==> src/hdl/md5_pkg.sv <==
package md5_pkg;

    typedef enum logic [3:0] {
        ST_IDLE,
        ST_PAD80,
        ST_PADZ,
        ST_PADLEN,
        ST_PRIME,
        ST_ADD,
        ST_ROT,
        ST_FINAL,
        ST_EMIT
    } state_t;

    typedef logic [31:0] word_t;

    localparam word_t INIT_A = 32'h67452301;
    localparam word_t INIT_B = 32'hefcdab89;
    localparam word_t INIT_C = 32'h98badcfe;
    localparam word_t INIT_D = 32'h10325476;

    localparam logic [7:0] PAD_BYTE = 8'h80;
    localparam logic [5:0] LEN_POS  = 6'd56;
    localparam logic [5:0] LAST_POS = 6'd63;
    localparam logic [5:0] LAST_ROUND = 6'd63;
    localparam logic [1:0] LAST_WORD_IDX = 2'd3;
    localparam logic [63:0] BITS_PER_BYTE = 64'd8;

    localparam word_t ROUND_K [64] = '{
        32'hd76aa478, 32'he8c7b756, 32'h242070db, 32'hc1bdceee,
        32'hf57c0faf, 32'h4787c62a, 32'ha8304613, 32'hfd469501,
        32'h698098d8, 32'h8b44f7af, 32'hffff5bb1, 32'h895cd7be,
        32'h6b901122, 32'hfd987193, 32'ha679438e, 32'h49b40821,
        32'hf61e2562, 32'hc040b340, 32'h265e5a51, 32'he9b6c7aa,
        32'hd62f105d, 32'h02441453, 32'hd8a1e681, 32'he7d3fbc8,
        32'h21e1cde6, 32'hc33707d6, 32'hf4d50d87, 32'h455a14ed,
        32'ha9e3e905, 32'hfcefa3f8, 32'h676f02d9, 32'h8d2a4c8a,
        32'hfffa3942, 32'h8771f681, 32'h6d9d6122, 32'hfde5380c,
        32'ha4beea44, 32'h4bdecfa9, 32'hf6bb4b60, 32'hbebfbc70,
        32'h289b7ec6, 32'heaa127fa, 32'hd4ef3085, 32'h04881d05,
        32'hd9d4d039, 32'he6db99e5, 32'h1fa27cf8, 32'hc4ac5665,
        32'hf4292244, 32'h432aff97, 32'hab9423a7, 32'hfc93a039,
        32'h655b59c3, 32'h8f0ccc92, 32'hffeff47d, 32'h85845dd1,
        32'h6fa87e4f, 32'hfe2ce6e0, 32'ha3014314, 32'h4e0811a1,
        32'hf7537e82, 32'hbd3af235, 32'h2ad7d2bb, 32'heb86d391
    };

    localparam logic [4:0] ROT_AMT [16] = '{
        5'd7, 5'd12, 5'd17, 5'd22, 5'd5, 5'd9, 5'd14, 5'd20,
        5'd4, 5'd11, 5'd16, 5'd23, 5'd6, 5'd10, 5'd15, 5'd21
    };

    // message word used by round i
    function automatic logic [3:0] word_sel(input logic [5:0] i);
        logic [3:0] n;
        logic [3:0] g;
        begin
            n = i[3:0];
            case (i[5:4])
                2'd0:    g = n;
                2'd1:    g = 4'(n * 4'd5 + 4'd1);
                2'd2:    g = 4'(n * 4'd3 + 4'd5);
                default: g = 4'(n * 4'd7);
            endcase
            return g;
        end
    endfunction

    function automatic word_t round_fn(input logic [1:0] phase, input word_t b,
                                       input word_t c, input word_t d);
        word_t f;
        begin
            case (phase)
                2'd0:    f = (b & c) | (~b & d);
                2'd1:    f = (b & d) | (c & ~d);
                2'd2:    f = b ^ c ^ d;
                default: f = c ^ (b | ~d);
            endcase
            return f;
        end
    endfunction

endpackage

==> src/hdl/md5_in_if.sv <==
interface md5_in_if;
    logic       valid;
    logic       ready;
    logic [7:0] data_byte;
    logic       has_byte;
    logic       end_of_message;

    modport source (output valid, output data_byte, output has_byte,
                    output end_of_message, input ready);
    modport sink (input valid, input data_byte, input has_byte,
                  input end_of_message, output ready);
endinterface

==> src/hdl/md5_out_if.sv <==
interface md5_out_if;
    logic        valid;
    logic        ready;
    logic [31:0] digest_word;
    logic [1:0]  word_index;
    logic        last_word;

    modport source (output valid, output digest_word, output word_index,
                    output last_word, input ready);
    modport sink (input valid, input digest_word, input word_index,
                  input last_word, output ready);
endinterface

==> src/hdl/md5_message_digest_core.sv <==
// md5 message digest core
// msg: one request per message byte (has_byte) with end_of_message on the
//   final request; a request with end_of_message and no byte closes the
//   message with the bytes taken so far (empty message if none).
// digest: four words, word_index 0 to 3, last_word on word 3; digest bytes
//   are the little-endian bytes of the words in index order.
// every 64th byte starts a compression (a load step, 64 rounds each of an
//   add step and a rotate step through the single round adder and rotator,
//   then one chaining add), during which msg is not ready.
// after the end request the core writes the padding and length bytes one at
//   a time through the block buffer port, with one or two compressions, then
//   presents the digest words.
// msg ready is low while padding, compressing or presenting the digest; a
//   stall on digest holds the current word until it is taken.
// reset loads the initial chaining words and clears byte position and bit
//   count; the block buffer holds no reset value and needs no clearing.
module md5_message_digest_core
    import md5_pkg::*;
(
    input  logic      clk,
    input  logic      rst_n,
    md5_in_if.sink    msg,
    md5_out_if.source digest
);

    state_t      state_reg, state_next;
    state_t      ret_reg, ret_next;
    logic [5:0]  pos_reg, pos_next;
    logic [63:0] bitlen_reg, bitlen_next;
    word_t       h_reg [4];
    word_t       h_next [4];
    logic [1:0]  widx_reg, widx_next;
    logic [5:0]  round_reg, round_next;
    word_t       a_reg, a_next;
    word_t       b_reg, b_next;
    word_t       c_reg, c_next;
    word_t       d_reg, d_next;
    word_t       t_reg, t_next;
    word_t       word_rd_reg;

    word_t       buf_mem [16];
    logic        wr_en;
    logic [7:0]  wr_data;
    logic [3:0]  rd_addr;

    logic        in_acc;
    logic        out_acc;
    logic [63:0] rot_wide;

    assign in_acc  = msg.valid && msg.ready;
    assign out_acc = digest.valid && digest.ready;
    assign rot_wide = {t_reg, t_reg} << ROT_AMT[{round_reg[5:4], round_reg[1:0]}];

    // next state
    always_comb
    begin
        state_next = state_reg;
        case (state_reg)
            ST_IDLE:
            begin
                if (in_acc)
                begin
                    if (msg.has_byte && pos_reg == LAST_POS)
                        state_next = ST_PRIME;
                    else if (msg.end_of_message)
                        state_next = ST_PAD80;
                end
            end
            ST_PAD80:
                state_next = (pos_reg == LAST_POS) ? ST_PRIME : ST_PADZ;
            ST_PADZ:
            begin
                if (pos_reg == LEN_POS)
                    state_next = ST_PADLEN;
                else if (pos_reg == LAST_POS)
                    state_next = ST_PRIME;
            end
            ST_PADLEN:
            begin
                if (pos_reg == LAST_POS)
                    state_next = ST_PRIME;
            end
            ST_PRIME: state_next = ST_ADD;
            ST_ADD:   state_next = ST_ROT;
            ST_ROT:   state_next = (round_reg == LAST_ROUND) ? ST_FINAL : ST_ADD;
            ST_FINAL: state_next = ret_reg;
            ST_EMIT:
            begin
                if (out_acc && widx_reg == LAST_WORD_IDX)
                    state_next = ST_IDLE;
            end
            default:  state_next = ST_IDLE;
        endcase
    end

    // outputs
    always_comb
    begin
        msg.ready          = (state_reg == ST_IDLE);
        digest.valid       = (state_reg == ST_EMIT);
        digest.digest_word = h_reg[widx_reg];
        digest.word_index  = widx_reg;
        digest.last_word   = (widx_reg == LAST_WORD_IDX);
        wr_en   = 1'b0;
        wr_data = 8'd0;
        rd_addr = word_sel(round_reg);
        case (state_reg)
            ST_IDLE:
            begin
                wr_en   = in_acc && msg.has_byte;
                wr_data = msg.data_byte;
            end
            ST_PAD80:
            begin
                wr_en   = 1'b1;
                wr_data = PAD_BYTE;
            end
            ST_PADZ:
                wr_en = (pos_reg != LEN_POS);
            ST_PADLEN:
            begin
                wr_en   = 1'b1;
                wr_data = bitlen_reg[{pos_reg[2:0], 3'b000} +: 8];
            end
            ST_PRIME:
                rd_addr = word_sel(6'd0);
            ST_ROT:
                rd_addr = word_sel(round_reg + 6'd1);
            default:
                wr_en = 1'b0;
        endcase
    end

    // datapath and counters
    always_comb
    begin
        ret_next    = ret_reg;
        pos_next    = pos_reg;
        bitlen_next = bitlen_reg;
        h_next      = h_reg;
        widx_next   = widx_reg;
        round_next  = round_reg;
        a_next      = a_reg;
        b_next      = b_reg;
        c_next      = c_reg;
        d_next      = d_reg;
        t_next      = t_reg;
        if (wr_en)
            pos_next = pos_reg + 6'd1;
        case (state_reg)
            ST_IDLE:
            begin
                if (in_acc && msg.has_byte)
                    bitlen_next = bitlen_reg + BITS_PER_BYTE;
                ret_next = msg.end_of_message ? ST_PAD80 : ST_IDLE;
            end
            ST_PAD80:  ret_next = ST_PADZ;
            ST_PADZ:   ret_next = ST_PADZ;
            ST_PADLEN: ret_next = ST_EMIT;
            ST_PRIME:
            begin
                a_next     = h_reg[0];
                b_next     = h_reg[1];
                c_next     = h_reg[2];
                d_next     = h_reg[3];
                round_next = 6'd0;
            end
            ST_ADD:
                t_next = a_reg + round_fn(round_reg[5:4], b_reg, c_reg, d_reg)
                       + word_rd_reg + ROUND_K[round_reg];
            ST_ROT:
            begin
                a_next     = d_reg;
                d_next     = c_reg;
                c_next     = b_reg;
                b_next     = b_reg + rot_wide[63:32];
                round_next = round_reg + 6'd1;
            end
            ST_FINAL:
            begin
                h_next[0] = h_reg[0] + a_reg;
                h_next[1] = h_reg[1] + b_reg;
                h_next[2] = h_reg[2] + c_reg;
                h_next[3] = h_reg[3] + d_reg;
                widx_next = 2'd0;
            end
            ST_EMIT:
            begin
                if (out_acc)
                begin
                    widx_next = widx_reg + 2'd1;
                    if (widx_reg == LAST_WORD_IDX)
                    begin
                        h_next[0]   = INIT_A;
                        h_next[1]   = INIT_B;
                        h_next[2]   = INIT_C;
                        h_next[3]   = INIT_D;
                        pos_next    = 6'd0;
                        bitlen_next = 64'd0;
                    end
                end
            end
            default:
                ret_next = ret_reg;
        endcase
    end

    always_ff @(posedge clk or negedge rst_n)
    begin
        if (!rst_n)
        begin
            state_reg  <= ST_IDLE;
            ret_reg    <= ST_IDLE;
            pos_reg    <= 6'd0;
            bitlen_reg <= 64'd0;
            h_reg[0]   <= INIT_A;
            h_reg[1]   <= INIT_B;
            h_reg[2]   <= INIT_C;
            h_reg[3]   <= INIT_D;
            widx_reg   <= 2'd0;
            round_reg  <= 6'd0;
        end
        else
        begin
            state_reg  <= state_next;
            ret_reg    <= ret_next;
            pos_reg    <= pos_next;
            bitlen_reg <= bitlen_next;
            h_reg      <= h_next;
            widx_reg   <= widx_next;
            round_reg  <= round_next;
        end
    end

    always_ff @(posedge clk)
    begin
        a_reg <= a_next;
        b_reg <= b_next;
        c_reg <= c_next;
        d_reg <= d_next;
        t_reg <= t_next;
    end

    // block buffer, little-endian words
    always_ff @(posedge clk)
    begin
        if (wr_en)
            buf_mem[pos_reg[5:2]][{pos_reg[1:0], 3'b000} +: 8] <= wr_data;
        word_rd_reg <= buf_mem[rd_addr];
    end

    a_no_overlap: assert property (@(posedge clk) disable iff (!rst_n)
        msg.ready |-> !digest.valid)
        else $error("request taken while digest pending");

    a_emit_continues: assert property (@(posedge clk) disable iff (!rst_n)
        (digest.valid && digest.ready && !digest.last_word) |=> digest.valid)
        else $error("digest ended before last word");

    a_round_end: assert property (@(posedge clk) disable iff (!rst_n)
        (state_reg == ST_ROT && round_reg == LAST_ROUND) |=> state_reg == ST_FINAL)
        else $error("compression did not finish after last round");

    a_block_aligned: assert property (@(posedge clk) disable iff (!rst_n)
        digest.valid |-> pos_reg == 6'd0)
        else $error("padding left block misaligned");

endmodule
==> src/flat_wrapper.sv <==
// flat-port wrapper written by rule: the top's interface ports become plain ports
module md5_message_digest_core_flat import md5_pkg::*;
  (clk, rst_n, msg_valid, msg_data_byte, msg_has_byte, msg_end_of_message, msg_ready, digest_valid, digest_digest_word, digest_word_index, digest_last_word, digest_ready);
  md5_in_if msg_i ();
  md5_out_if digest_i ();
  input  logic clk;
  input  logic rst_n;
  input wire logic [$bits(msg_i.valid)-1:0] msg_valid;
  input wire logic [$bits(msg_i.data_byte)-1:0] msg_data_byte;
  input wire logic [$bits(msg_i.has_byte)-1:0] msg_has_byte;
  input wire logic [$bits(msg_i.end_of_message)-1:0] msg_end_of_message;
  output wire logic [$bits(msg_i.ready)-1:0] msg_ready;
  output wire logic [$bits(digest_i.valid)-1:0] digest_valid;
  output wire logic [$bits(digest_i.digest_word)-1:0] digest_digest_word;
  output wire logic [$bits(digest_i.word_index)-1:0] digest_word_index;
  output wire logic [$bits(digest_i.last_word)-1:0] digest_last_word;
  input wire logic [$bits(digest_i.ready)-1:0] digest_ready;
  assign msg_i.valid = msg_valid;
  assign msg_i.data_byte = msg_data_byte;
  assign msg_i.has_byte = msg_has_byte;
  assign msg_i.end_of_message = msg_end_of_message;
  assign msg_ready = msg_i.ready;
  assign digest_valid = digest_i.valid;
  assign digest_digest_word = digest_i.digest_word;
  assign digest_word_index = digest_i.word_index;
  assign digest_last_word = digest_i.last_word;
  assign digest_i.ready = digest_ready;
  md5_message_digest_core u_core (.clk(clk), .rst_n(rst_n), .msg(msg_i), .digest(digest_i));
endmodule
==> config.mk <==
export PLATFORM = sky130hd
export DESIGN_NAME = md5_message_digest_core_flat
export DESIGN_NICKNAME = d
export VERILOG_FILES = /design/src/hdl/md5_pkg.sv /design/src/hdl/md5_in_if.sv /design/src/hdl/md5_out_if.sv /design/src/hdl/md5_message_digest_core.sv /design/src/flat_wrapper.sv
export SDC_FILE = /design/constraint.sdc
export NUM_CORES = 2
export LEC_CHECK = 0
export ABC_AREA = 1
export BUFFER_PORTS_ARGS = -buffer_cell sky130_fd_sc_hd__buf_2
export CELL_PAD_IN_SITES_DETAIL_PLACEMENT = 0
export CELL_PAD_IN_SITES_GLOBAL_PLACEMENT = 1
export CORE_MARGIN = 2
export CORE_UTILIZATION = 53
export CTS_CLUSTER_DIAMETER = 100
export CTS_CLUSTER_SIZE = 24
export DETAILED_ROUTE_END_ITERATION = 10
export GPL_ROUTABILITY_DRIVEN = 0
export PLACE_DENSITY = 0.84
export RECOVER_POWER = 25
export SYNTH_ARGS = -nofsm -noshare
export SYNTH_HDL_FRONTEND = slang
export SYNTH_SLANG_ARGS = --single-unit
==> constraint.sdc <==
create_clock -name clk -period 14.9 [get_ports clk]
set_clock_uncertainty 0.2 [all_clocks]
set_input_delay 0.745 -clock clk [delete_from_list [all_inputs] [get_ports clk]]
set_output_delay 0.745 -clock clk [all_outputs]
set_load 0.05 [all_outputs]
# Yosys cells after proc, flatten, opt, wreduce, memory -nomap -nowiden
# Memories as Yosys holds them, arrays and structs flattened. A register that Yosys moved wholly into a read port is not among the register bits.
# Cells that the tools add are included.
[word_totals]
ram_bits = 512
memories = 3
mem_bits_ro = 2128
word_cells = 149
latchBits = 0
ff_bits = 374
[memory_table]
columns = ["name", "words", "width", "rd", "rd_clocked_by_memory_dff", "write_ports", "line", "text"]
rows = [
  ["(name not given)", 64, 32, 1, 0, 0, "md5_message_digest_core.sv:170", "+ word_rd_reg + ROUND_K[round_reg];"],
  ["u_core.buf_mem", 16, 32, 1, 1, 1, "md5_message_digest_core.sv:41", "word_t buf_mem [16];"],
  ["(name not given)", 16, 5, 1, 0, 0, "md5_message_digest_core.sv:52", "assign rot_wide = {t_reg, t_reg} << ROT_AMT[{round_reg[5:4], round_reg[1:0]}];"],
]
[classes]
mux = 45
bitwise_logic = 15
n_lt_le_gt_ge = 3
div = 0
n_addsub = 17
eq_ne = 23
n_reduce_logical = 18
mul = 6
n_shift = 4
[op_table]
columns = ["operator", "n"]
rows = [
  ["adder 32 bit", 8],
  ["two-way mux 128 bit", 2],
  ["one-hot mux 128 bit (2 select lines)", 1],
  ["one-hot mux 32 bit (2 select lines)", 4],
  ["two-way mux 32 bit", 6],
  ["two-way mux 64 bit", 3],
  ["bitwise AND 32 bit", 4],
  ["one-hot mux 64 bit (2 select lines)", 1],
  ["bitwise OR 32 bit", 3],
  ["one-hot mux 32 bit (3 select lines)", 1],
  ["bitwise XOR 32 bit", 3],
  ["adder 64 x 4 -> 64 bit (second input constant)", 1],
  ["binary-select mux 32 bit (select 2 bit)", 1],
  ["inverter 32 bit", 2],
  ["indexed part select 64 x 7 -> 8 bit", 1],
  ["<< shifter 64 x 5 -> 64 bit", 1],
  ["one-hot mux 4 bit (3 select lines)", 3],
  ["one-hot mux 4 bit (9 select lines)", 1],
  ["variable shift 8 x 7 -> 32 bit (first input constant)", 1],
  ["indexed part select 8 x 7 -> 32 bit", 1],
  ["two-way mux 4 bit", 6],
  ["two-way mux 6 bit", 4],
  ["one-hot mux 8 bit (3 select lines)", 1],
  ["== test 6 bit (second input constant)", 3],
  ["39 further kinds", 69],
]

# Depth between registers and ports, before layout
[logic_depth]
word_depth = 8
ltp_mapped = 33

# Least setup slack after synthesis
# Ideal clock, no wire load.
[synth_timing]
path_type = "register to register"
startpoint = "reg u_core.round_reg[0]"
endpoint = "reg u_core.t_reg[19] (data pin)"
path_buffers = 3
slack_ns = 9.388
required_ns = 14.441
arrival_ns = 5.053
setup_ns = 0.259
synth_period_minus_slack_ns = 5.512
stages_incl_launch_ff = 27
cell_sequence = "dfrtp_1 buf_4 inv_1 buf_4 ha_1 buf_2 inv_1 nor2_1 nor2_1 inv_1 o21ai_0 nand2_1 nand4_1 fa_1 inv_1 fa_1 inv_1 ha_1 fa_1 nand3_1 nand2_1 a21boi_0 o21ai_0 a21oi_1 o21ai_0 a21oi_1 xnor2_1"
[synth_via]
elab_chain_cells = 5
[synth_lines]
columns = ["item", "line", "text"]
rows = [
  ["start: declaration", "md5_message_digest_core.sv:33", "logic [5:0] round_reg, round_next;"],
  ["start signal: assignment", "md5_message_digest_core.sv:231", "round_reg <= round_next;"],
  ["inverter 6 -> 7 bit (not written as such)", "md5_message_digest_core.sv:170", ""],
  ["memory read (64 x 32 bit)", "n/a", ""],
  ["two-way mux 32 bit (not written as such) (2 in series)", "md5_message_digest_core.sv:170", ""],
  ["adder 32 bit", "md5_message_digest_core.sv:170", ""],
  ["end signal: assignment", "md5_message_digest_core.sv:241", "t_reg <= t_next;"],
  ["end: declaration", "md5_message_digest_core.sv:38", "word_t t_reg, t_next;"],
]
# Every way passes these cells. The select of a mux whose other input is x is not followed.
# A chain may end at the register's enable or synchronous reset.

# Worst setup path in the final report
[layout_timing]
startpoint = "reg u_core.state_reg[0]"
endpoint = "reg u_core.state_reg[1]"
[layout_via]
elab_chain_cells = 5
[layout_lines]
columns = ["item", "line", "text"]
rows = [
  ["start: declaration", "md5_message_digest_core.sv:26", "state_t state_reg, state_next;"],
  ["start signal: assignment", "md5_message_digest_core.sv:225", "state_reg <= state_next;"],
  ["== test 4 bit", "md5_message_digest_core.sv:58, md5_message_digest_core.sv:100", ""],
  ["logical AND 1 bit", "md5_message_digest_core.sv:51", "assign out_acc = digest.valid && digest.ready;"],
  ["logical AND 1 bit", "md5_message_digest_core.sv:89", "if (out_acc && widx_reg == LAST_WORD_IDX)"],
  ["inequality test 2 bit (no line)", "n/a", ""],
  ["AND reduction 3 bit (no line)", "n/a", ""],
]
# Several ways; a longest one is shown, not always the timed one.

==> impl_metrics.tcl <==
set metrics [dict create \
    syn-mean-instance-area_um2 7.99 \
    global_route.usage.total 0.356 \
    worstReg2RegStart "u_core.state_reg[0]" \
    design.portCount 51 \
    failed_checks "design-rule violations, max-capacitance violations, max-slew violations" \
    power_per_cell_area_nw_per_um2 255 \
    core_area_um2 112000 \
    number_of_antenna_violations_at_the_first_check_in_global_routing 6 \
    worst_setup_hold_path_clk_slew_ns 0.09 \
    worst_slew_margin_rel -4.05 \
    setup.worst_path.class "reg2reg" \
    place_worst_setup_slack_ns 7.94 \
    yosysSeqAreaShare 0.435 \
    synthesis.instances 7524 \
    hp-class "in2reg" \
    totalNegativeSetupSlack_ns 0 \
    synthesis.area_um2 60100 \
    maximum_number_of_pins_on_one_net_before_global_route_repair 182 \
    viasPerCell 6.08 \
    net_count_final 7683 \
    cts_tree "yes" \
    seqCellArea_um2 26200 \
    worst-r2r-setup-slack_ns 5.38 \
    timing.critical_path.slowest_stage_cell "sky130_fd_sc_hd__clkbuf_1" \
    synth_warnings 0 \
    drv_cap 13 \
    power.static_leakage_nw 27.7 \
    dieArea_um2 116000 \
    grt_first_pass_wirelength_mm 314 \
    netlist-cell-type-count 70 \
    finalHoldViolCount 0 \
    postSynth.topFlopCell "sky130_fd_sc_hd__edfxtp_1" \
    synthArstFlopShare 0.230 \
    io_buffer_count 50 \
    routedWlPerCell_um 23.7 \
    timing.final.setup_violations 0 \
    first_global_vias 50900 \
    final_util 0.560 \
    cp_num_buf_inv 4 \
    rr_endpoint "u_core.state_reg[1]" \
    number_of_enable_flip_flop_cells_after_synthesis 672 \
    max_freq_mhz 105 \
    drt_iter0_drc 6768 \
    rsz0062_at_grt "no" \
    crit_path_end "u_core.state_reg[1]" \
    timing.final.crit_period_ns 9.52 \
    r2r_cells 9 \
    initial_utilization 0.535 \
    dp_hpwl_mm 152 \
    area_growth_pct 4.85 \
    n_fill_cell 10500 \
    finalCritPeriodShare 0.639 \
    drt.antenna.violating_nets 0 \
    timing.critical_path.required_ns 15.28 \
    cp_num_cells 9 \
    synth.ff_latch_count 914 \
    cts_buffers 51 \
    drt_pass1_iterations 11 \
    final_max_slew_viol_count 764 \
    irDropWorstVdd_uv 182 \
    clock_insertion_delay_worst_skew_ns 0.73 \
    timing.critical_path.cells "inv_1 -> nand2_1 -> inv_1 -> nand2_1 -> clkbuf_1 -> clkbuf_1 -> nor3_1 -> a211oi_1 -> o211ai_1" \
    critical_path_peak_fanout 142 \
    globalRoute.totalOverflow 0 \
    share_of_post_route_cells_with_drive_strength_above_1 0.0437 \
    crit_path_end_kind "register" \
    n_antenna_cell 0 \
    h-tree-depth 2 \
    clock_tree_root_buffer_cell "sky130_fd_sc_hd__clkbuf_16" \
    setup_ws_ns 5.38 \
    max_stage_delay_ns 4.16 \
    drc 35 \
    cts.sink_count 914 \
    worstPathArrival_ns 9.90 \
    route.vias.total 54200 \
    synth_nets 7835 \
    die_w_um 341 \
    setup.worst_path.start_class "register" \
    num_rows 123 \
    routed_wirelength_mm 211 \
    outcome "complete, but fails checks" \
    multi_input_comb_area_um2 28600 \
    max_slew.worst_pin.slew_ns 7.57 \
    clockBufferDepth 3 \
    timing.critical_path.max_delay_family "buffers and inverters" \
    critPathLaunch "u_core.state_reg[0]" \
    largest_reg_flops 512 \
    dieHeight_um 341 \
]
==> synth_stat cells, types with 24 or more instances <==
cell	number	share of area
sky130_fd_sc_hd__nand2_1	1554	0.097
sky130_fd_sc_hd__inv_1	1028	0.064
sky130_fd_sc_hd__nand3_1	797	0.066
sky130_fd_sc_hd__edfxtp_1	672	0.34
sky130_fd_sc_hd__nor2_1	585	0.037
sky130_fd_sc_hd__o21ai_0	538	0.045
sky130_fd_sc_hd__a21oi_1	448	0.037
sky130_fd_sc_hd__ha_1	227	0.047
sky130_fd_sc_hd__nand3b_1	166	0.021
sky130_fd_sc_hd__clkbuf_1	150	0.0094
sky130_fd_sc_hd__dfrtp_1	146	0.061
sky130_fd_sc_hd__nor3_1	113	0.0094
sky130_fd_sc_hd__buf_2	108	0.0090
sky130_fd_sc_hd__o22ai_1	89	0.0093
sky130_fd_sc_hd__xor2_1	74	0.011
sky130_fd_sc_hd__nand4_1	73	0.0076
sky130_fd_sc_hd__fa_1	70	0.023
sky130_fd_sc_hd__dfstp_2	64	0.028
sky130_fd_sc_hd__o211ai_1	51	0.0064
sky130_fd_sc_hd__a31oi_1	41	0.0043
sky130_fd_sc_hd__xnor2_1	41	0.0060
sky130_fd_sc_hd__a21o_1	35	0.0044
sky130_fd_sc_hd__buf_4	33	0.0041
sky130_fd_sc_hd__dfxtp_1	32	0.011
sky130_fd_sc_hd__o21ai_1	30	0.0025
sky130_fd_sc_hd__a2111oi_0	29	0.0042
sky130_fd_sc_hd__buf_1	28	0.0017
sky130_fd_sc_hd__o21bai_1	25	0.0031
sky130_fd_sc_hd__or2_2	24	0.0025
==> what timing repair did <==
action                                 CTS  global route
buffers inserted                         0             0
hold buffers                             1             0
gates resized for setup                  0             0
endpoints found under the hold margin   28             0
==> worst min-delay path by stage <==
stage                               start               endpoint  cells past startpoint
floorplan           u_core.bitlen_reg[61]  u_core.bitlen_reg[61]                      1
global placement    u_core.bitlen_reg[61]  u_core.bitlen_reg[61]                      1
detailed placement  u_core.bitlen_reg[61]  u_core.bitlen_reg[61]                      1
CTS                    msg_end_of_message      u_core.ret_reg[0]                      3
global route           msg_end_of_message      u_core.ret_reg[0]                      3
finish                 msg_end_of_message      u_core.ret_reg[0]                      3
==> power by group <==
group	leakage [nW]	switching [mW]	internal [mW]
sequential	8.98	0.563	3.58
combinational	17.9	7.08	3.18
clock	0.820	0.957	0.709
==> cells by family (layout without fill, tap and decap cells) <==
kind of cell,Yosys count,after routing,share of synthesized area
AO/OA/AOI/OAI,1420,1420,0.135
XOR/XNOR,116,116,0.0170
adder cells (fa/ha/maj),297,297,0.0705
buffers and inverters,1369,1260,0.0899
flip-flops,914,914,0.435
multiplexers,23,23,0.00383
AND/OR/NAND/NOR,3385,3385,0.249
==> worst reg2reg max path: cells and delay by family (launching register included) <==
family	cells	cell delay [ns]
buffers and inverters	4	7.01
AND/OR/NAND/NOR	3	1.21
AO/OA/AOI/OAI	2	0.55
flip-flops	1	0.41
==> cells in the final DEF (no fill, tap or decap), types with 24 or more instances in the layout <==
cell                        Yosys  routed
sky130_fd_sc_hd__a2111oi_0     29      29
sky130_fd_sc_hd__a21o_1        35      35
sky130_fd_sc_hd__a21oi_1      448     447
sky130_fd_sc_hd__a31oi_1       41      41
sky130_fd_sc_hd__buf_2        108      47
sky130_fd_sc_hd__buf_4         33      53
sky130_fd_sc_hd__clkbuf_1     150      32
sky130_fd_sc_hd__clkbuf_16      0      52
sky130_fd_sc_hd__dfrtp_1      146     145
sky130_fd_sc_hd__dfstp_2       64      64
sky130_fd_sc_hd__dfxtp_1       32      32
sky130_fd_sc_hd__edfxtp_1     672     672
sky130_fd_sc_hd__fa_1          70      70
sky130_fd_sc_hd__ha_1         227     227
sky130_fd_sc_hd__inv_1       1028    1029
sky130_fd_sc_hd__nand2_1     1554    1553
sky130_fd_sc_hd__nand3_1      797     798
sky130_fd_sc_hd__nand3b_1     166     166
sky130_fd_sc_hd__nand4_1       73      73
sky130_fd_sc_hd__nor2_1       585     584
sky130_fd_sc_hd__nor3_1       113     113
sky130_fd_sc_hd__o211ai_1      51      51
sky130_fd_sc_hd__o21ai_0      538     538
sky130_fd_sc_hd__o21ai_1       30      27
sky130_fd_sc_hd__o21bai_1      25      25
sky130_fd_sc_hd__o22ai_1       89      89
sky130_fd_sc_hd__or2_2         24      24
sky130_fd_sc_hd__xnor2_1       41      41
sky130_fd_sc_hd__xor2_1        74      74
==> cell type report <==
type / instances / area share
Multi-Input combinational cell: 5241 / 0.454
Clock buffer: 72 / 0.0220
Sequential cell: 914 / 0.415
Inverter: 1049 / 0.0626
Clock inverter: 24 / 0.00544
Timing Repair Buffer: 115 / 0.0113
Tap cell: 1500 / 0.0298
==> layer usage <==
| layer | global-route usage | wire length [um] |
|---|---|---|
| met1 | 0.473 | 83600 |
| met2 | 0.556 | 93700 |
| met3 | 0.0556 | 19100 |
| met4 | 0.203 | 14500 |
| met5 | 0 | 39 |
==> through the flow <==
step	cells	total power [mW]	instance area [um^2]	hold WS, ns
global placement	8818	14.1	61400	0.251
global route	8915	17.2	63100	0.131
finish	8915	16.1	63100	0.104
detailed placement	8818	14.2	61400	0.263
CTS	8915	15.8	63200	0.0898
floorplan	7524	11.0	60100	0.233
Note: power is estimated with default switching activity, not from simulation.
